--- config.mk ---
export PLATFORM = sky130hd
export DESIGN_NAME = vsf_column
export DESIGN_NICKNAME = d
export VERILOG_FILES = /design/src/sv/assert_macros.svh /design/src/sv/vsf_pkg.sv /design/src/sv/vsf_column.sv
export SDC_FILE = /design/constraint.sdc
export NUM_CORES = 1
export LEC_CHECK = 0
export ABC_AREA = 1
export BUFFER_PORTS_ARGS = -buffer_cell sky130_fd_sc_hd__clkbuf_2
export CAP_MARGIN = 10
export CORE_ASPECT_RATIO = 0.9
export CORE_MARGIN = 3
export CORE_UTILIZATION = 54
export DETAILED_ROUTE_END_ITERATION = 12
export PLACE_DENSITY = 0.74
export SYNTH_ARGS = -nofsm -noshare
export SYNTH_HDL_FRONTEND = slang
export SYNTH_SLANG_ARGS = --single-unit
export TNS_END_PERCENT = 10
--- constraint.sdc ---
create_clock -name clk -period 3.35 [get_ports clk]
set_input_delay 0.67 -clock clk [delete_from_list [all_inputs] [get_ports clk]]
set_output_delay 0.67 -clock clk [all_outputs]
set_load 0.05 [all_outputs]
--- src/sv/assert_macros.svh ---
// Assertion macros shared by the vertical Sobel filter RTL.
`ifndef ASSERT_MACROS_SVH
`define ASSERT_MACROS_SVH

// Property that must hold in the same cycle as its antecedent.
`define VSF_ASSERT_SAME(lbl, ante, cons, msg) \
	lbl: assert property (@(posedge clk) disable iff (!arst_n) (ante) |-> (cons)) else $error(msg);

// Property that must hold in the cycle after its antecedent.
`define VSF_ASSERT_NEXT(lbl, ante, cons, msg) \
	lbl: assert property (@(posedge clk) disable iff (!arst_n) (ante) |=> (cons)) else $error(msg);

`endif

--- src/sv/vsf_pkg.sv ---
// Package with shared widths, register codes, types and the gradient function.
package vsf_pkg;

	// Line store depth and derived column index width.
	localparam int MAX_WIDTH = 4096;
	localparam int COL_W     = $clog2(MAX_WIDTH);

	// Field and register widths.
	localparam int PIX_W  = 8;
	localparam int SM_W   = 10;
	localparam int GRAD_W = 8;
	localparam int FW_W   = 13;
	localparam int ROW_W  = 16;
	localparam int CFG_W  = 16;
	localparam int IDX_W  = 1;

	// Register reset values and the width limit in register format.
	localparam logic [FW_W-1:0]  FW_RESET  = FW_W'(640);
	localparam logic [ROW_W-1:0] FH_RESET  = ROW_W'(480);
	localparam logic [FW_W-1:0]  FW_LIMIT  = FW_W'(MAX_WIDTH);

	// Configuration register indexes.
	localparam logic [IDX_W-1:0] REG_FRAME_WIDTH  = 1'b0;
	localparam logic [IDX_W-1:0] REG_FRAME_HEIGHT = 1'b1;

	// One column whose smoothed value is ready.
	typedef struct packed {
		logic [COL_W-1:0] x;
		logic [SM_W-1:0]  s;
		logic [ROW_W-1:0] row;
		logic             last_row;
		logic             frame_end;
	} col_event_t;

	// One result item.
	typedef struct packed {
		logic [GRAD_W-1:0] gradient;
		logic [COL_W-1:0]  col;
		logic [ROW_W-1:0]  row;
		logic              done;
	} result_t;

	// Difference of two smoothed values over four; negatives give zero.
	// The largest difference over four is 255, so no upper clamp is needed.
	function automatic logic [GRAD_W-1:0] grad_of(input logic [SM_W-1:0] below,
			input logic [SM_W-1:0] above);
		logic [SM_W-1:0] diff;
		diff = below - above;
		if (below <= above) begin
			return '0;
		end
		return diff[SM_W-1:SM_W-GRAD_W];
	endfunction

endpackage

--- src/sv/vsf_column.sv ---
// Pixel front end: horizontal smoothing, position counters and column slots.
module vsf_column (
	input  logic                            clk,
	input  logic                            arst_n,
	input  logic [vsf_pkg::FW_W-1:0]        frame_width,
	input  logic [vsf_pkg::ROW_W-1:0]       frame_height,
	input  logic                            in_valid,
	output logic                            in_stall,
	input  logic [vsf_pkg::PIX_W-1:0]       pixel,
	output logic                            ev_valid,
	output vsf_pkg::col_event_t             ev,
	input  logic                            ev_take
);

	logic [vsf_pkg::PIX_W-1:0] left_q, centre_q;
	logic [vsf_pkg::COL_W-1:0] col_q;
	logic [vsf_pkg::ROW_W-1:0] row_q;
	logic                      va_q, vb_q;
	vsf_pkg::col_event_t       ev_a_q, ev_b_q;

	logic [vsf_pkg::FW_W-1:0]  w_eff, w_m1;
	logic [vsf_pkg::ROW_W-1:0] h_eff, h_m1;
	logic                      last_col, last_row, has_mid, has_end, accept;
	logic [vsf_pkg::SM_W-1:0]  s_mid, s_end;
	vsf_pkg::col_event_t       ev_mid, ev_end;

	// Effective frame size: zero acts as one, width saturates at the store depth.
	always_comb begin
		if (frame_width == '0) begin
			w_eff = vsf_pkg::FW_W'(1);
		end else if (frame_width > vsf_pkg::FW_LIMIT) begin
			w_eff = vsf_pkg::FW_LIMIT;
		end else begin
			w_eff = frame_width;
		end
		if (frame_height == '0) begin
			h_eff = vsf_pkg::ROW_W'(1);
		end else begin
			h_eff = frame_height;
		end
		w_m1 = w_eff - vsf_pkg::FW_W'(1);
		h_m1 = h_eff - vsf_pkg::ROW_W'(1);
	end

	assign last_col = {1'b0, col_q} >= w_m1;
	assign last_row = row_q >= h_m1;
	assign has_mid  = col_q != '0;
	assign has_end  = last_col;

	// A new pixel fits once the slots are empty or the last one leaves now.
	assign in_stall = va_q && !(ev_take && !vb_q);
	assign accept   = in_valid && !in_stall;
	assign ev_valid = va_q;
	assign ev       = ev_a_q;

	// Smoothed values: interior column and the row's last column.
	always_comb begin
		s_mid = vsf_pkg::SM_W'(left_q) + {1'b0, centre_q, 1'b0} + vsf_pkg::SM_W'(pixel);
		if (col_q == '0) begin
			s_end = {pixel, 2'b00};
		end else begin
			s_end = vsf_pkg::SM_W'(centre_q) + {1'b0, pixel, 1'b0} + vsf_pkg::SM_W'(pixel);
		end
		ev_mid.x         = col_q - vsf_pkg::COL_W'(1);
		ev_mid.s         = s_mid;
		ev_mid.row       = row_q;
		ev_mid.last_row  = last_row;
		ev_mid.frame_end = 1'b0;
		ev_end.x         = col_q;
		ev_end.s         = s_end;
		ev_end.row       = row_q;
		ev_end.last_row  = last_row;
		ev_end.frame_end = last_row;
	end

	// Slot occupancy; the interior column goes out before the last column.
	always_ff @(posedge clk or negedge arst_n) begin
		if (!arst_n) begin
			va_q <= 1'b0;
			vb_q <= 1'b0;
		end else if (accept) begin
			va_q <= has_mid || has_end;
			vb_q <= has_mid && has_end;
		end else if (ev_take) begin
			va_q <= vb_q;
			vb_q <= 1'b0;
		end
	end

	// Slot contents.
	always_ff @(posedge clk) begin
		if (accept) begin
			ev_a_q <= has_mid ? ev_mid : ev_end;
			ev_b_q <= ev_end;
		end else if (ev_take) begin
			ev_a_q <= ev_b_q;
		end
	end

	// Pixel history and raster position.
	always_ff @(posedge clk or negedge arst_n) begin
		if (!arst_n) begin
			left_q   <= '0;
			centre_q <= '0;
			col_q    <= '0;
			row_q    <= '0;
		end else if (accept) begin
			left_q   <= has_mid ? centre_q : pixel;
			centre_q <= pixel;
			if (last_col) begin
				col_q <= '0;
				row_q <= last_row ? '0 : row_q + vsf_pkg::ROW_W'(1);
			end else begin
				col_q <= col_q + vsf_pkg::COL_W'(1);
			end
		end
	end

endmodule

==> reports/qor.yml, run 1 <==
max_slew_margin_pct: 28.8
p_leak_nw: 4.51
instances_no_fill: 1239
cts_max_path_buffers: 2
antenna_found_initial: 0
cp_data_required_time_ns: 3.61
routed_wl_um: 17400
globalplace.congestion: 0.873
area_delta_synth_final_pct: 20.3
die_h_um: 120
start_util_pct: 55.4
ir_drop_mv: 0.498
die_w_um: 133
dr_wl_met3_um: 1180
finalSetupViolations: 0
r2r-end: "ev[25]$_DFFE_PP_"
placed_cells: 1207
drtIter0Drc: 485
crit_fanout: 18
start_kind: "input pin"
io-pin-count: 83
cts_tree: "built"
p_int_mw: 4.39
fin_crit_sh_pct: 91.4
grt_pass1_wl_um: 29200
top_layer_used: "met4"
syn_avg_cell_area_um2: 8.70
reg2reg_slack_ns: 0.62
synth_area_leader_cell: "edfxtp_1"
grt_max_degree: 71
worst_pin_slew_ns: 1.07
clock.fmax_mhz: 327
worstSetupPathType: "input pin to flip-flop"
dieArea_um2: 16000
path_clk_slew_ns: 0.06
synth_seq_area_share_pct: 45.0
fillers: 1148
regArea_um2: 3520
drc: 0
finalPower_mw: 7.58
slew_viol_final: 0
finClkSkew_ns: 0.00779
wl_per_cell_um: 14.1
tns_ns: 0
synth_area_leaders: "edfxtp_1, dfrtp_1, nand2_1"
ys_ff_latch: 125
p_switching_mw: 3.19
yosysTopAreaCellShare_pct: 30.3
whs_ns: 0.261
clockRootBuffer: "clkbuf_16"
multi_input_area_um2: 3840
drive_above_1_share_pct: 18.5
dp_slack_ns: -0.186
vias_per_cell: 5.29
cts_sinks: 125
syn_nets: 1007
hpwl_um: 12400
combPwrFrac_pct: 42.6
arrival_ns: 3.32
crit_path_end_kind: "flip-flop"
clock_latency_ns: 0.42
power.density_nw_per_um2: 806
ys_warn_count: 0
htree_levels: 4
synth_area_um2: 7820
syn_inst: 899
hold_viol: 0
wl_met2_um: 8330
core_um2: 14100
switching_share_pct: 42.1
maxCapViolations: 0
r2r-start: "centre_q[0]$_DFFE_PN0P_"
grt-ovfl-total: 0
grt_pass1_vias: 6078
num_vias: 6556
pwr-share-seq_pct: 33.6
grt_usage_pct: 22.7
drtAntennaViolNets: 0
clkPwrFrac_pct: 23.8
numCtsBuffers: 17
rows: 41
finalCriticalPeriod_ns: 3.06
io_buffers: 82
r2r_cells: 12
hp-class: "input pin to async pin"
met1Wirelength_um: 7720
antenna_cells: 0
yosysUniqueCellTypes: 40
fin_ws_ns: 0.290
nets: 1141
drt_first_pass_iters: 5
outcome: "finished clean"
[final cells by class]
cell class / instances / area share, %
sequential: 125 / 37.4
multi-input combinational: 654 / 40.8
tap: 193 / 2.57
inverter: 98 / 3.91
clock buffer: 17 / 4.52
timing repair buffer: 137 / 9.02
clock inverter: 15 / 1.74
[critical path, stage by stage]
cell      delay (ns)
clkbuf_2        0.09
nor2_1          0.05
nand2_1         0.08
nor2_1          0.06
a21oi_2         0.14
ha_1            0.19
nand2_1         0.11
nor3_2          0.24
nand3_1         0.17
o22ai_1         0.18
inv_1           0.06
ha_1            0.26
nand2_1         0.05
inv_1           0.06
nand3_1         0.08
nor3_1          0.20
nand3_1         0.12
nand3_2         0.11
buf_12          0.15
nand2_1         0.08
a21oi_1         0.16
[metrics by stage]
stage / instance area [µm²] / utilization [%]
after floorplan: 7830 / -
after global placement: 8800 / 62.4
after detailed placement: 8800 / 62.4
after CTS: 9390 / 66.6
after global routing: 9410 / 66.7
final: 9410 / 66.7
[cell usage in the layout, fill, tap and decap left out, drive strengths merged, types with 2 or more instances in the layout]
cell type and instances:
a22o 2, nand3b 2, bufinv 2, o21a 4
inv 102, nand2 237, fa 16, buf 55
clkinvlp 5, nor2 95, clkinv 4, dfrtp 46
nand3 56, ha 51, o211ai 6, nor3 10
o21ai 51, a21oi 38, nand4 23, o31ai 2
xnor2 13, edfxtp 79, o22ai 4, xor2 37
clkbuf 99
[synth_stat cells, drive strengths merged]
cell    number
nand2      237
inv         98
nor2        95
edfxtp      79
nand3       56
ha          51
o21ai       51
dfrtp       46
a21oi       38
xor2        37
nand4       23
fa          16
xnor2       13
buf         12
clkbuf      10
nor3        10
o211ai       6
o21a         4
o22ai        4
a22o         2
nand3b       2
o31ai        2
a31o         1
a31oi        1
and2         1
nor4         1
o21bai       1
o41ai        1
or2          1
[per-layer routing]
layer | global-route usage (%) | up-vias
met5 | 0 | -
met4 | 6.95 | 0
met3 | 5.37 | 19
met2 | 35.6 | 211
met1 | 31.5 | 3055
li1 | - | 3271
[flip-flops by register name (all words and copies together), names as in the netlist]
signal    cells
left_q        8
ev_valid      1
row_q        16
centre_q      8
vb_q          1
col_q        12
ev           40
ev_b_q       39
[timing repair]
| item | CTS | global route |
|---|---|---|
| gates resized for setup | 0 | 4 |
| hold buffers | 0 | 0 |
| buffers inserted | 0 | 0 |
| endpoints found under the setup margin | 0 | 31 |
[power by group through the flow]
stage          clock, mW  combinational [mW]  sequential, mW
2_1_floorplan          0                1.83            3.11
3_3_place_gp           0                3.12            2.55
3_5_place_dp           0                3.19            2.57
4_1_cts             1.83                3.23            2.55
5_1_grt             1.89                3.61            2.60
6_report            1.80                3.23            2.55
[worst max-delay path by stage]
stage / to / depth (start not counted) / slack, ns / startpoint
6_report: ev[0]$_DFFE_PP_ / 21 / 0.29 / frame_height[6]
5_1_grt: row_q[0]$_DFFE_PN0P_ / 27 / -0.01 / frame_width[2]
4_1_cts: row_q[0]$_DFFE_PN0P_ / 27 / 0.23 / frame_width[6]
3_5_place_dp: row_q[15]$_DFFE_PN0P_ / 26 / -0.19 / frame_width[0]
3_3_place_gp: col_q[10]$_DFFE_PN0P_ / 27 / -0.16 / frame_width[6]
2_1_floorplan: ev[0]$_DFFE_PP_ / 20 / 0.06 / frame_height[6]
[cell families (layout without fill, tap and decap cells)]
family / Yosys count / in the layout / synth area share, %
fa+ha+maj: 67 / 67 / 12.3
xor+xnor: 50 / 50 / 5.60
compound gates: 111 / 111 / 8.03
buf+inv: 120 / 267 / 6.13
simple gates: 426 / 426 / 22.9
flops: 125 / 125 / 45.0
Power figures use the tool's default switching activity.
==> run 2: changes to the inputs <==
Settings changed: RECOVER_POWER from default to 100.
==> run 2 against run 1 <==
Total power decreased by 0.79%; sequential cell count did not move; non-clock buffer count stayed put; sequential power about the same; via count increased by 0.20%; largest cell class unchanged; combinational power decreased by 2%; routed wire length up 0.56%; the flow now finishes with violations (max-capacitance violations, max-slew violations); hold slack improved by 0.26 ns; register-to-register slack worse by 0.39 ns.
==> reports/qor.yml, run 2 (synthesized netlist as in run 1, its figures left out) <==
outcome: "finished with violations"
violations: "max-capacitance violations, max-slew violations"
antenna_cells: 0
antenna_found_initial: 0
p_leak_nw: 4.36
hold_viol: 0
rows: 41
crit_fanout: 40
power.density_nw_per_um2: 807
vias_per_cell: 5.30
drc: 0
reg2reg_slack_ns: 0.23
fin_ws_ns: 0.232
finClkSkew_ns: 0.00657
path_common_cell: "nand2_1"
wl_per_cell_um: 14.1
core_um2: 14100
finalCriticalPeriod_ns: 3.12
post_cts_buffers: 0
dp_slack_ns: -0.186
drtIter0Drc: 539
instances_no_fill: 1239
path_clk_slew_ns: 0.06
grt_pass1_vias: 6078
drtAntennaViolNets: 0
drt_first_pass_iters: 5
start_kind: "flip-flop"
io_buffers: 82
dieArea_um2: 16000
die_w_um: 133
hp-class: "flip-flop to flip-flop"
path_cells: "clkinv_1, nand2_1, nand2_1, nand2_1, inv_1, clkbuf_1, o21ai_0, inv_1, a21oi_1"
tns_ns: 0
grt_max_degree: 71
globalplace.congestion: 0.873
holdPathStages: 2
finalSetupViolations: 0
htree_levels: 4
final_cell_mix: "nand2_1, inv_1, nor2_1"
hold_path_startpoint: "ev_b_q[10]$_DFFE_PP_"
num_vias: 6569
numCtsBuffers: 17
min_to: "ev[10]$_DFFE_PP_"
clock_latency_ns: 0.42
area_delta_synth_final_pct: 19.2
mostFrequentLayoutCell: "nand2_1"
ir_drop_mv: 0.486
cp_data_required_time_ns: 3.51
io-pin-count: 83
grt_usage_pct: 22.7
slowest_delay_ns: 1.42
largest_reg_flops: 40
start_util_pct: 55.4
grt-ovfl-total: 0
r2r-end: "ev[23]$_DFFE_PP_"
drive_above_1_share_pct: 13.2
slowest_stage: "clkbuf_1"
clock.fmax_mhz: 321
grt_pass1_wl_um: 29200
max_slew_margin_pct: -32.3
arrival_ns: 3.28
worst_pin_slew_ns: 1.98
cts_tree: "built"
cts_max_path_buffers: 2
slew_viol_final: 84
placed_cells: 1207
cts_sinks: 125
r2r_cells: 9
r2r-start: "vb_q$_DFFE_PN0P_"
maxCapViolations: 2
crit_path_end_kind: "flip-flop"
utilization_pct: 66.1
worstSetupPathType: "flip-flop to flip-flop"
fin_crit_sh_pct: 93.1
hpwl_um: 12400
fillers: 1184
clockRootBuffer: "clkbuf_16"
die_h_um: 120
routed_wl_um: 17500
nets: 1141
finalPower_mw: 7.52
-- run 2: changes by cell type in the layout (fill, tap and decap cells not counted), moves of 3 or more --
cell,change
inv_2,-3
clkbuf_2,-43
nor2_1,+3
buf_4,-4
clkbuf_1,+47
-- run 2: stage by stage --
| step | area (µm²) | hold WS (ns) |
|---|---|---|
| 2_1_floorplan | 7830 | 0.374 |
| 3_3_place_gp | 8800 | 0.493 |
| 3_5_place_dp | 8800 | 0.507 |
| 4_1_cts | 9390 | 0.267 |
| 5_1_grt | 9320 | 0.550 |
| 6_report | 9320 | 0.517 |
-- run 2: area by class of cell --
| type | instances | area, µm² | area share, % |
|---|---|---|---|
| multi-input cells | 654 | 3820 | 41.0 |
| flip-flops and latches | 125 | 3520 | 37.8 |
| repair buffers | 137 | 779 | 8.36 |
| clock buffers | 17 | 425 | 4.56 |
| inverters | 98 | 368 | 3.95 |
| well taps | 193 | 241 | 2.59 |
| clock inverters | 15 | 164 | 1.76 |
-- run 2: what timing repair did --
item                       CTS  global route
hold buffers                 0             0
resized for setup            0             4
setup endpoints to repair    0            31
-- run 2: worst max-delay path by stage --
| stage | startpoint | to | slack, ns | depth (start not counted) |
|---|---|---|---|---|
| final | vb_q$_DFFE_PN0P_ | ev[23]$_DFFE_PP_ | 0.23 | 9 |
| after global routing | frame_height[7] | ev[0]$_DFFE_PP_ | -0.02 | 21 |
| after CTS | frame_width[6] | row_q[0]$_DFFE_PN0P_ | 0.23 | 27 |
| after global placement | frame_width[6] | col_q[10]$_DFFE_PN0P_ | -0.16 | 27 |
| after detailed placement | frame_width[0] | row_q[15]$_DFFE_PN0P_ | -0.19 | 26 |
| after floorplan | frame_height[6] | ev[0]$_DFFE_PP_ | 0.06 | 20 |
-- run 2: per-layer routing --
layer	vias to the layer above	global-route usage [%]	wire, µm
met4	0	6.95	207
met5	-	0	0
li1	3275	-	-
met2	204	35.6	8300
met3	18	5.37	1120
met1	3072	31.5	7900
-- run 2: critical path: cells and delay by family (launching register included) --
kind                   cells  cell delay, ns
buffers and inverters      4            1.69
AOI/OAI and AO/OA          2            0.53
DFF                        1            0.36
and+or+nand+nor            3            0.26
-- run 2: power breakdown --
group / switching [mW] / internal, mW
Combinational: 2.16 / 1.00
Sequential: 0.318 / 2.23
Clock: 0.705 / 1.10
